### src/sv/vp9bd_pkg.sv
// ----------------------------------------------------------------------------
// vp9bd_pkg
// Shared types and constants of the VP9 boolean decoder core.
// ----------------------------------------------------------------------------
package vp9bd_pkg;

  localparam int WINDOW_BITS_DEF      = 64;
  localparam int MAX_LITERAL_BITS_DEF = 16;

  localparam logic [1:0] MODE_PUSH    = 2'd0;
  localparam logic [1:0] MODE_START   = 2'd1;
  localparam logic [1:0] MODE_BOOL    = 2'd2;
  localparam logic [1:0] MODE_LITERAL = 2'd3;

  localparam logic [7:0] PROB_HALF  = 8'd128;
  localparam logic [7:0] RANGE_INIT = 8'd255;

  typedef struct packed {
    logic [1:0] mode;
    logic [7:0] data_byte;
    logic [7:0] prob;
    logic [4:0] literal_bits;
  } vp9bd_in_t;

  typedef struct packed {
    logic [15:0] value;
    logic        underrun;
  } vp9bd_out_t;

endpackage

### src/sv/vp9_bool_decoder_core.sv
// ----------------------------------------------------------------------------
// vp9_bool_decoder_core
// VP9 boolean arithmetic decoder: byte push, start, bool and literal decode.
// ----------------------------------------------------------------------------
// A push word only fills the window and gives no result. Start and bool words
// decode a single bit after acceptance, a literal of n bits decodes n bits
// (zero bits: none); the input is stalled until the result is loaded
// into the output register. All decisions go through one shared decode unit
// (normalise, 8x8 split multiply, compare, subtract) that yields one bit per cycle
// unless a word's last bit waits on a full, stalled output register. The output
// register lets the next word be accepted while a result still waits to be taken.
module vp9_bool_decoder_core #(
  parameter int WINDOW_BITS      = vp9bd_pkg::WINDOW_BITS_DEF,
  parameter int MAX_LITERAL_BITS = vp9bd_pkg::MAX_LITERAL_BITS_DEF
) (
  input  logic                  clk_i,
  input  logic                  rst_ni,
  input  logic                  in_valid_i,
  output logic                  in_stall_o,
  input  vp9bd_pkg::vp9bd_in_t  in_word_i,
  output logic                  out_valid_o,
  input  logic                  out_stall_i,
  output vp9bd_pkg::vp9bd_out_t out_word_o
);
  import vp9bd_pkg::*;

  localparam int W    = WINDOW_BITS;
  localparam int BcW  = $clog2(W + 1);
  localparam int CntW = $clog2(MAX_LITERAL_BITS + 1);

  localparam logic ST_IDLE = 1'b0;
  localparam logic ST_BUSY = 1'b1;

  function automatic logic [2:0] lead_zeros(input logic [7:0] r);
    logic [3:0] s;
    logic       found;
    s     = '0;
    found = 1'b0;
    for (int i = 7; i >= 0; i--) begin
      if (!found) begin
        if (r[i]) found = 1'b1;
        else s = s + 4'd1;
      end
    end
    if (r == 8'd0) s = '0;
    return s[2:0];
  endfunction

  logic             state_q, state_d;
  logic [7:0]       range_q, range_d;
  logic [W-1:0]     window_q, window_d;
  logic [BcW-1:0]   bc_q, bc_d;
  logic [CntW-1:0]  cnt_q, cnt_d;
  logic [7:0]       prob_q, prob_d;
  logic [15:0]      acc_q, acc_d;
  logic             under_q, under_d;
  logic             out_valid_q;
  vp9bd_out_t       out_word_q;

  logic             accept, out_free, step, finish;

  // shared decode unit
  logic [2:0]       shift;
  logic [7:0]       r_n;
  logic [W-1:0]     win_sh;
  logic [BcW-1:0]   bc_sh;
  logic             dec_under;
  logic [15:0]      prod;
  logic [16:0]      split_sum;
  logic [7:0]       split;
  logic [7:0]       top;
  logic             dec_bit;
  logic [W-1:0]     dec_window;
  logic [7:0]       dec_range;
  logic [W-1:0]     push_bits;

  always_comb begin
    shift      = lead_zeros(range_q);
    r_n        = range_q << shift;
    win_sh     = window_q << shift;
    bc_sh      = (BcW'(shift) > bc_q) ? '0 : bc_q - BcW'(shift);
    dec_under  = (int'(bc_sh) < 8);
    prod       = r_n * prob_q;
    split_sum  = {1'b0, prod} + (17'd256 - {9'd0, prob_q});
    split      = split_sum[15:8];
    top        = win_sh[W-1 -: 8];
    dec_bit    = (top >= split);
    dec_window = win_sh;
    if (dec_bit) dec_window[W-1 -: 8] = top - split;
    dec_range  = dec_bit ? (r_n - split) : split;
  end

  assign push_bits  = {in_word_i.data_byte, {(W-8){1'b0}}} >> bc_q;
  assign in_stall_o = (state_q == ST_BUSY);
  assign accept     = in_valid_i && !in_stall_o;
  assign out_free   = !out_valid_q || !out_stall_i;
  assign step       = (state_q == ST_BUSY) && (cnt_q != '0)
                      && ((cnt_q != CntW'(1)) || out_free);
  assign finish     = (state_q == ST_BUSY) && out_free
                      && ((cnt_q == '0) || (cnt_q == CntW'(1)));

  always_comb begin
    state_d  = state_q;
    range_d  = range_q;
    window_d = window_q;
    bc_d     = bc_q;
    cnt_d    = cnt_q;
    prob_d   = prob_q;
    acc_d    = acc_q;
    under_d  = under_q;
    if (accept) begin
      acc_d   = '0;
      under_d = 1'b0;
      prob_d  = PROB_HALF;
      unique case (in_word_i.mode)
        MODE_PUSH: begin
          if (int'(bc_q) + 8 <= W) begin
            window_d = window_q | push_bits;
            bc_d     = bc_q + BcW'(8);
          end
        end
        MODE_START: begin
          range_d = RANGE_INIT;
          cnt_d   = CntW'(1);
          state_d = ST_BUSY;
        end
        MODE_BOOL: begin
          prob_d  = in_word_i.prob;
          cnt_d   = CntW'(1);
          state_d = ST_BUSY;
        end
        MODE_LITERAL: begin
          cnt_d   = (int'(in_word_i.literal_bits) > MAX_LITERAL_BITS)
                    ? CntW'(MAX_LITERAL_BITS) : CntW'(in_word_i.literal_bits);
          state_d = ST_BUSY;
        end
        default: ;
      endcase
    end
    if (step) begin
      range_d  = dec_range;
      window_d = dec_window;
      bc_d     = bc_sh;
      cnt_d    = cnt_q - CntW'(1);
      acc_d    = {acc_q[14:0], dec_bit};
      under_d  = under_q | dec_under;
    end
    if (finish) state_d = ST_IDLE;
  end

  always_ff @(posedge clk_i or negedge rst_ni) begin
    if (!rst_ni) begin
      state_q     <= ST_IDLE;
      range_q     <= RANGE_INIT;
      window_q    <= '0;
      bc_q        <= '0;
      out_valid_q <= 1'b0;
    end else begin
      state_q  <= state_d;
      range_q  <= range_d;
      window_q <= window_d;
      bc_q     <= bc_d;
      if (finish) out_valid_q <= 1'b1;
      else if (!out_stall_i) out_valid_q <= 1'b0;
    end
  end

  always_ff @(posedge clk_i) begin
    cnt_q   <= cnt_d;
    prob_q  <= prob_d;
    acc_q   <= acc_d;
    under_q <= under_d;
    if (finish) begin
      out_word_q.value    <= acc_d;
      out_word_q.underrun <= under_d;
    end
  end

  assign out_valid_o = out_valid_q;
  assign out_word_o  = out_word_q;

endmodule

### config.mk
export PLATFORM = sky130hd
export DESIGN_NAME = vp9_bool_decoder_core
export DESIGN_NICKNAME = d
export VERILOG_FILES = /design/src/sv/vp9bd_pkg.sv /design/src/sv/vp9_bool_decoder_core.sv
export SDC_FILE = /design/constraint.sdc
export NUM_CORES = 1
export LEC_CHECK = 0
export ABC_AREA = 1
export BUFFER_PORTS_ARGS = -buffer_cell sky130_fd_sc_hd__clkbuf_2
export CAP_MARGIN = 25
export CORE_ASPECT_RATIO = 0.6
export CORE_MARGIN = 4
export CORE_UTILIZATION = 25
export CTS_CLUSTER_SIZE = 20
export DETAILED_ROUTE_END_ITERATION = 10
export SYNTH_ARGS = -nofsm -noshare
export SYNTH_HDL_FRONTEND = slang
export SYNTH_SLANG_ARGS = --single-unit
### constraint.sdc
create_clock -name clk_i -period 9.6 [get_ports clk_i]
set_input_delay 1.92 -clock clk_i [delete_from_list [all_inputs] [get_ports clk_i]]
set_output_delay 1.92 -clock clk_i [all_outputs]
set_load 0.02 [all_outputs]
==> results of run 1 <==
==> per-layer routing <==
| metal | track usage | share of wire | vias to the layer above |
|---|---|---|---|
| li1 | - | - | 5944 |
| met1 | 0.241 | 0.51 | 5890 |
| met2 | 0.190 | 0.38 | 581 |
| met3 | 0.0376 | 0.10 | 46 |
| met4 | 0.0294 | 0.012 | 0 |
| met5 | 0 | 0 | - |
==> critical path: cells and delay by family (launching register included) <==
| kind | cells | cell delay, ns |
|---|---|---|
| mux | 1 | 0.26 |
| simple gates | 21 | 2.17 |
| fa+ha+maj | 12 | 4.26 |
| compound gates | 5 | 0.75 |
| flops | 1 | 0.57 |
| buf+inv | 8 | 0.64 |
| xor+xnor | 1 | 0.17 |
==> area by class of cell <==
type,count,area [sq um]
Fill cell,5344,34500
Multi-Input combinational cell,1315,7790
Sequential cell,128,3280
Inverter,288,1090
Tap cell,640,801
Timing Repair Buffer,73,450
Clock buffer,19,443
Clock inverter,13,105
==> per-stage QoR <==
step,instance area [sq um],hold WS [ns],utilization
after floorplan,12400,0.431,-
after global placement,13200,0.464,0.273
after detailed placement,13200,0.471,0.273
after CTS,13700,0.486,0.284
after global routing,14000,0.515,0.288
final,14000,0.483,0.288
==> cell usage in the layout, fill, tap and decap left out, drive strengths merged, types with 5 or more instances in the layout <==
cell,n
o211ai,6
nand3,88
inv,286
buf,29
o21ai,231
dfxtp,17
dfstp,8
xor2,19
fa,47
nand2,451
mux2i,21
dfrtp,73
nor3,10
nor2,174
o22ai,41
xnor2,5
clkbuf,63
a21oi,62
ha,61
a31oi,13
clkinv,12
o31ai,8
edfxtp,30
nand4,25
a22o,22
a221o,13
==> worst min-delay path by stage <==
stage	depth (start not counted)	to
after floorplan	2	acc_q[15]$_DFF_P_
after global placement	2	window_q[58]$_DFFE_PN0P_
after detailed placement	2	window_q[58]$_DFFE_PN0P_
after CTS	2	window_q[58]$_DFFE_PN0P_
after global routing	2	acc_q[15]$_DFF_P_
final	2	window_q[58]$_DFFE_PN0P_
==> flip-flops by register name, summed over array words and instances, names as in the netlist <==
signal / flops
in_stall_o: 1
cnt_q: 5
prob_q: 8
out_word_o: 17
bc_q: 7
window_q: 64
acc_q: 16
range_q: 8
out_valid_o: 1
under_q: 1
==> cells by family after synthesis <==
group / count (synthesis) / synth area share
simple gates: 755 / 0.256
buf+inv: 377 / 0.118
mux: 21 / 0.0170
compound gates: 407 / 0.189
xor+xnor: 24 / 0.0170
fa+ha+maj: 108 / 0.138
flops: 128 / 0.265
==> what timing repair did <==
action                                  CTS  global route
hold buffers                              0             0
setup buffers                             0             8
resized for setup                         0            40
endpoints found under the setup margin    0            18
==> results, run 1 <==
- The number of enable-type register cells in the synthesized netlist is 30.
- The library cell with the highest instance count after synthesis is sky130_fd_sc_hd__nand2_1.
- Measured against its own limit, the worst slew margin works out to 0.291.
- For the worst-skew pair, the clock arrives at the later sink with an insertion delay of between 0.4 and 0.5 ns.
- In this run the horizontal extent of the chip is approximately 300 um.
- The antenna diode instance count is 0.
- Leaving out filler cells and counting taps, the final layout contains between 2,000 and 2,500.
- The final setup slack of the worst path is 0.530 ns.
- The share of synthesized area in the top cell type comes to 0.147.
- At the pin with the least slew margin, the transition time is around 1.1 ns.
- The worst clock skew is 0.0162 ns.
- By area the synthesized netlist is led by sky130_fd_sc_hd__dfrtp_1 15%, sky130_fd_sc_hd__nand2_1 13%, sky130_fd_sc_hd__o21ai_0 9.0%.
- The number of failing hold endpoints at the final stage is 0.
- The critical hold path startpoint is window_q[58]$_DFFE_PN0P_.
- The detail-routed via count per cell is roughly 5.
- The number of antenna violations at the first check in global routing came to 0.
- In this run the count of I/O pins placed on the die edge is 46.
- Timing analysis after detailed placement gives a worst setup slack of approximately 0.17 ns.
- The worst hold path class is register to register.
- Adding up every negative setup slack in the final design gives 0 ns.
- The worst setup path is launched from a register.
- The H-tree depth is 4.
- The HPWL after detailed placement is 29.1 mm.
- The element type at the critical path end is a register.
- The overflow left after global routing is 0.
- The maximum number of pins on one net before global-route repair is 96.
- Relative to the synthesized area, the layout overhead comes to 12.6%.
- The type of the setup path with the least slack is register to register.
- The number of nets in the layout is approximately 2,000.
- The die covers 0.0533 sq mm.
- After clock tree synthesis, the clock-pin slew on the worst setup and hold paths is 0.06 ns.
- Input and output buffers added on the ports amount to 45.
- The maximum frequency from static timing analysis is roughly 110 MHz.
- The via count of the first global-routing pass came to between 10,000 and 15,000.
- The most area-hungry cell type in the Yosys netlist is sky130_fd_sc_hd__dfrtp_1.
- TritonCTS built the clock tree.
- After detailed routing, the average wire length per cell comes to roughly 16 um.
- Among all stages on the critical path, the largest delay is contributed by sky130_fd_sc_hd__dfstp_2.
- The first detailed-routing pass ran for 6 iterations.
- Setup violations remaining at the end of the flow were counted as 0.
- When the netlist entered floorplanning its net count stood at between 1,500 and 2,000.
- The DRC violations left is 0.
- The async set or reset register ratio after synthesis is 0.633.
- The total clock buffers created by CTS is 17.
- The number of placed cells counting well taps is 2,436.
- The placer's final routability congestion estimate is 0.973.
- Tracing the worst setup path back leads to its startpoint at range_q[6]$_DFFE_PN1P_.
- The layout cell share with drive strength beyond 1 is 0.0953.
- The largest stage delay on the critical path is 0.57 ns.
- The most instantiated flip-flop cell in the synthesis netlist is sky130_fd_sc_hd__dfrtp_1.
- The synthesized area per cell is slightly below 7 sq um.
- For this block, the routed nets add up to ~40 mm of wire.
- The wire length of the first global-routing pass is 64.1 mm.
- The region available for standard cell placement spans between 0.04 and 0.05 sq mm.
- The clock period could shrink to just over 9 ns.
- Yosys printed 0 warnings.
- The destination of the worst register-to-register timing path is out_word_o[1]$_DFFE_PP_.
- The gate count of the mapped netlist is between 1,500 and 2,000.
- For this run, the register share of the synthesized area comes to 0.265.
- The detailed router placed 12,461 vias in this run.
- The number of buffers on the longest clock path is 2.
- For this run, the total global-route usage over all layers was measured as 0.148.
- The commonest cells after synthesis are 442 x sky130_fd_sc_hd__nand2_1, 275 x sky130_fd_sc_hd__inv_1, 223 x sky130_fd_sc_hd__o21ai_0.
- The largest fanout on the critical path is 18.
- The site row count is 62.
- The number of violations reported at the end of detailed-routing iteration 0 is approximately 1,700.
- The data arrival time of the critical path is between 9 and 10 ns.
- The cell at the root of the clock tree is sky130_fd_sc_hd__clkbuf_16.
- In this run the critical register-to-register path is launched from range_q[6]$_DFFE_PN1P_.
- The slack of the worst reg-to-reg path is 0.53 ns.
- For this configuration, the core starts out at a cell density of 0.256.
- The clock net sink count is roughly 130.
- The number of distinct standard cells referenced by the synthesized netlist is 51.
- The remaining antenna violation count after routing is 0.
- The total standard cell area after synthesis is roughly 0.012 sq mm.
- The data required time of the critical path is 9.75 ns.
- The chip height is 180 um.
- The number of cell instances on the worst register-to-register path is 48.
- The termination of the worst setup path is out_word_o[1]$_DFFE_PP_.
- The run finished with clean final reports.
- The portion of the clock cycle consumed by the worst path in the final layout is 0.945.
- The number of storage elements in the synthesis netlist is roughly 130.
- The max-capacitance violation count is 0.
- The number of slew-limit violations in the final report is 0.
Power of run 1 is not shown: default switching activity piles up to over one toggle a cycle in this logic, so the estimate is an artifact.
==> run 2: changes to the inputs <==
--- a/config.mk
+++ b/config.mk
@@ -5,7 +5,6 @@
 export SDC_FILE = /design/constraint.sdc
 export NUM_CORES = 1
 export LEC_CHECK = 0
-export ABC_AREA = 1
 export BUFFER_PORTS_ARGS = -buffer_cell sky130_fd_sc_hd__clkbuf_2
 export CAP_MARGIN = 25
 export CORE_ASPECT_RATIO = 0.6
==> results, run 2 <==
- Run status: finished with violations (was finished, final reports clean).
- The checks that failed: setup timing.
- The number of failing hold endpoints at the final stage was 0 (unchanged).
- The site row count came to 61 (was 62).
- The largest stage delay on the critical path is 0.54 ns (was 0.57 ns).
- The overflow left after global routing came to 0 (unchanged).
- The layout cell share with drive strength beyond 1 is 0.247 (was 0.0953).
- The number of buffer and inverter instances along the worst setup path was 9 (was 8).
- The minimum clock period after layout came to 10.17 ns (was 9.07 ns).
- The count of port buffers added during placement was 45 (unchanged).
- The number of violations reported at the end of detailed-routing iteration 0 was 1,059 (was 1,742).
- The source-to-sink clock delay at the later pin of the worst-skew pair was 0.45 ns (was 0.43 ns).
- The TritonCTS clock tree is done (unchanged).
- The number of antenna violations at the first check in global routing came to 1 (was 0).
- The number of distinct standard cells referenced by the synthesized netlist was 85 (was 51).
- The data arrival time of the critical path is 10.54 ns (was 9.22 ns).
- The async set or reset register ratio after synthesis is 0.633 (unchanged).
- The type of the setup path with the least slack is register to register (unchanged).
- Commonest cells in the synthesized netlist: 197 x sky130_fd_sc_hd__nand2_1, 162 x sky130_fd_sc_hd__mux2i_1, 84 x sky130_fd_sc_hd__inv_1 (was 442 x sky130_fd_sc_hd__nand2_1, 275 x sky130_fd_sc_hd__inv_1, 223 x sky130_fd_sc_hd__o21ai_0).
- The gate count of the mapped netlist is 1,328 (was 1,820).
- The number of cells on the critical path is 50 (was 48).
- The library cell with the highest instance count after synthesis is sky130_fd_sc_hd__nand2_1 (unchanged).
- The number of cells on the worst hold path was 2 (unchanged).
- The total clock buffers created by CTS was 17 (unchanged).
- The number of nets in the layout was 1,597 (was 1,958).
- The number of storage elements in the synthesis netlist came to 128 (unchanged).
- The number of enable-type register cells in the synthesized netlist is 30 (unchanged).
- The area of the placeable core is 0.0463 sq mm (was 0.0484 sq mm).
- The total standard cell area after synthesis came to 0.0117 sq mm (was 0.0124 sq mm).
- The sequential share of the synthesized area is 0.279 (was 0.265).
- The worst clock skew is 0.0146 ns (was 0.0162 ns).
- The chip height is 176 um (was 180 um).
- The x dimension of the die is 288 um (was 295 um).
- The max-slew headroom at the worst pin came to 0.252 (was 0.291).
- The detailed-placement wirelength estimate was 27.7 mm (was 29.1 mm).
- Setup repair after global routing could not meet its margin everywhere.
- The cell class contributing the biggest share of worst-path delay is adder cells (unchanged).
- The flip-flop count of the largest register, all copies and words added is 64 (unchanged).
- The detail-routed via count per cell is 5.09 (was 5.03).
- The portion of the clock cycle consumed by the worst path in the final layout is 1.06 (was 0.945).
- The average wire per cell in the routed design is 17.7 um (was 16.0 um).
- The number of setup violations in the final report is 18 (was 0).
- The most common library cell in the layout ignoring fill and taps is sky130_fd_sc_hd__nand2_1 (unchanged).
- The number of cell instances on the worst register-to-register path is 50 (was 48).
- The largest fanout on the critical path is 7 (was 18).
- The via count of the first global-routing pass is 10,254 (was 11,413).
- Largest cells by area after synthesis: sky130_fd_sc_hd__dfrtp_1 16%, sky130_fd_sc_hd__mux2i_1 14%, sky130_fd_sc_hd__fa_1 8.0% (was sky130_fd_sc_hd__dfrtp_1 15%, sky130_fd_sc_hd__nand2_1 13%, sky130_fd_sc_hd__o21ai_0 9.0%).
- The H-tree depth was 4 (unchanged).
- The effective utilization at floorplan is 0.253 (was 0.256).
- The post-detailed-placement cell area is 0.0134 sq mm (was 0.0132 sq mm).
- The total nets after synthesis is 1,463 (was 1,955).
- The register clock-pin slew on the reported worst setup and hold paths is 0.07 ns (was 0.06 ns).
- The number of buffers on the longest clock path is 2 (unchanged).
- The first-pass iteration count of the detailed router is 5 (was 6).
- The clock net sink count came to 128 (unchanged).
- The final setup slack of the worst path is -0.568 ns (was 0.530 ns).
- The max-capacitance violation count came to 0 (unchanged).
- The area added between synthesis and finish is 26.8% (was 12.6%).
- The largest register by flop count was window_q (unchanged).
- The area used by multi-input combinational logic is 0.00842 sq mm (was 0.00779 sq mm).
- The cell with the biggest individual delay on the critical path is sky130_fd_sc_hd__dfstp_2 (unchanged).
- The synthesized area per cell was 8.84 sq um (was 6.81 sq um).
- The data required time of the critical path is 9.98 ns (was 9.75 ns).
- The top-level port count is 46 (unchanged).
- The most area-hungry cell type in the Yosys netlist was sky130_fd_sc_hd__dfrtp_1 (unchanged).
- The filler cell count is 4,819 (was 5,344).
- The total number of vias was 10,728 (was 12,461).
- The type of origin of the critical path is a register (unchanged).
- The remaining antenna violation count after routing is 0 (unchanged).
- The worst hold path class is register to register (unchanged).
- The cell at the root of the clock tree is sky130_fd_sc_hd__clkbuf_16 (unchanged).
- The area of the die was 0.0506 sq mm (was 0.0533 sq mm).
- The element type at the critical path end was a register (unchanged).
- The area of all sequential standard cells came to 0.00328 sq mm (unchanged).
- The number of slew-limit violations in the final report is 0 (unchanged).
- The sum of routed wire length over all layers is 37.3 mm (was 39.7 mm).
- The number of hold buffers added after cts is 0 (unchanged).
- The count of warnings emitted by yosys is 0 (unchanged).
- Most frequent cells in the layout: 189 x sky130_fd_sc_hd__nand2_1, 158 x sky130_fd_sc_hd__mux2i_1, 136 x sky130_fd_sc_hd__buf_4 (was 438 x sky130_fd_sc_hd__nand2_1, 273 x sky130_fd_sc_hd__inv_1, 218 x sky130_fd_sc_hd__o21ai_0).
- The area share of the largest cell type after synthesis came to 0.156 (was 0.147).
- The overall global routing resource usage is 0.147 (was 0.148).
- The maximum frequency from static timing analysis is 98.3 MHz (was 110 MHz).
- The wire length of the first global-routing pass is 59.0 mm (was 64.1 mm).
- The worst hold margin is 0.463 ns (was 0.483 ns).
- The most instantiated flip-flop cell in the synthesis netlist is sky130_fd_sc_hd__dfrtp_1 (unchanged).
- The placer's final routability congestion estimate was 0.920 (was 0.973).
- The slew of the pin with the lowest slew margin is 1.12 ns (was 1.06 ns).
- The DRC violations left is 0 (unchanged).
- The maximum number of pins on one net before global-route repair is 98 (was 96).
- The final non-filler cell area is 0.0149 sq mm (was 0.0140 sq mm).
==> run 2: cell types whose count changed after synthesis, sizes merged, moves of 45 or more <==
cell   delta
mux2i   +141
nand2   -254
nand3    -45
o21ai   -185
nor2    -112
inv     -194
==> run 2: path summary, 6_finish.rpt <==
| check | slack (ns) | startpoint | endpoint |
|---|---|---|---|
| hold / removal | 0.46 | acc_q[11]$_DFF_P_ | acc_q[12]$_DFF_P_ |
| setup reg to reg | -0.57 | range_q[6]$_DFFE_PN1P_ | range_q[3]$_DFFE_PN1P_ |
| max in group asynchronous | 7.50 | rst_ni | bc_q[0]$_DFFE_PN0P_ |
| hold reg to reg | 0.46 | acc_q[11]$_DFF_P_ | acc_q[12]$_DFF_P_ |
| min in group asynchronous | 1.31 | rst_ni | window_q[51]$_DFFE_PN0P_ |
| setup / recovery | -0.57 | range_q[6]$_DFFE_PN1P_ | range_q[3]$_DFFE_PN1P_ |
==> run 2: layer usage <==
metal | vias up | track usage | part of all wire
met4 | 0 | 0.0381 | 0.016
met5 | - | 0 | 0
met3 | 36 | 0.0339 | 0.085
met2 | 435 | 0.193 | 0.39
met1 | 5235 | 0.235 | 0.51
li1 | 5022 | - | -
==> run 2: cell families after synthesis <==
group                      Yosys count  synth area share
and+or+nand+nor                    444             0.178
AOI/OAI and AO/OA                  270             0.162
adders and majority gates          112             0.149
buffers and inverters              171            0.0570
xor gates and xnor gates            29            0.0216
DFF                                128             0.279
muxes                              174             0.154
==> run 2: final cells by class <==
cell class / count / share of cell area
Clock inverter: 14 / 0.00900
Antenna cell: 1 / 0.000168
Sequential cell: 128 / 0.220
Clock buffer: 18 / 0.0303
Inverter: 88 / 0.0224
Tap cell: 630 / 0.0530
Multi-Input combinational cell: 1030 / 0.566
Timing Repair Buffer: 197 / 0.0994
==> run 2: repair_timing <==
item	CTS	global route
setup endpoints to repair	18	18
gates cloned	1	0
gates resized for setup	97	13
pin swaps	84	29
buffers inserted	32	7
==> run 2: metrics by stage <==
stage | TNS [ns] | utilization | instances | setup WS [ns]
3_3_place_gp | -15.23 | 0.290 | 2033 | -1.23
6_report | -8.40 | 0.321 | 2106 | -0.568
5_1_grt | -15.97 | 0.321 | 2106 | -1.08
3_5_place_dp | -19.13 | 0.290 | 2033 | -1.36
4_1_cts | -9.92 | 0.318 | 2096 | -0.694
2_1_floorplan | -8.09 | - | 1328 | -0.565
==> run 2: worst register-to-register path, delay by kind of cell, from the launching register on <==
kind                       cells  cell delay, ns
adders and majority gates     11            3.74
AOI/OAI and AO/OA             14            2.37
and+or+nand+nor               14            2.17
buffers and inverters          9            1.01
DFF                            1            0.54
muxes                          2            0.27
Power of run 2 is left out for the same reason.
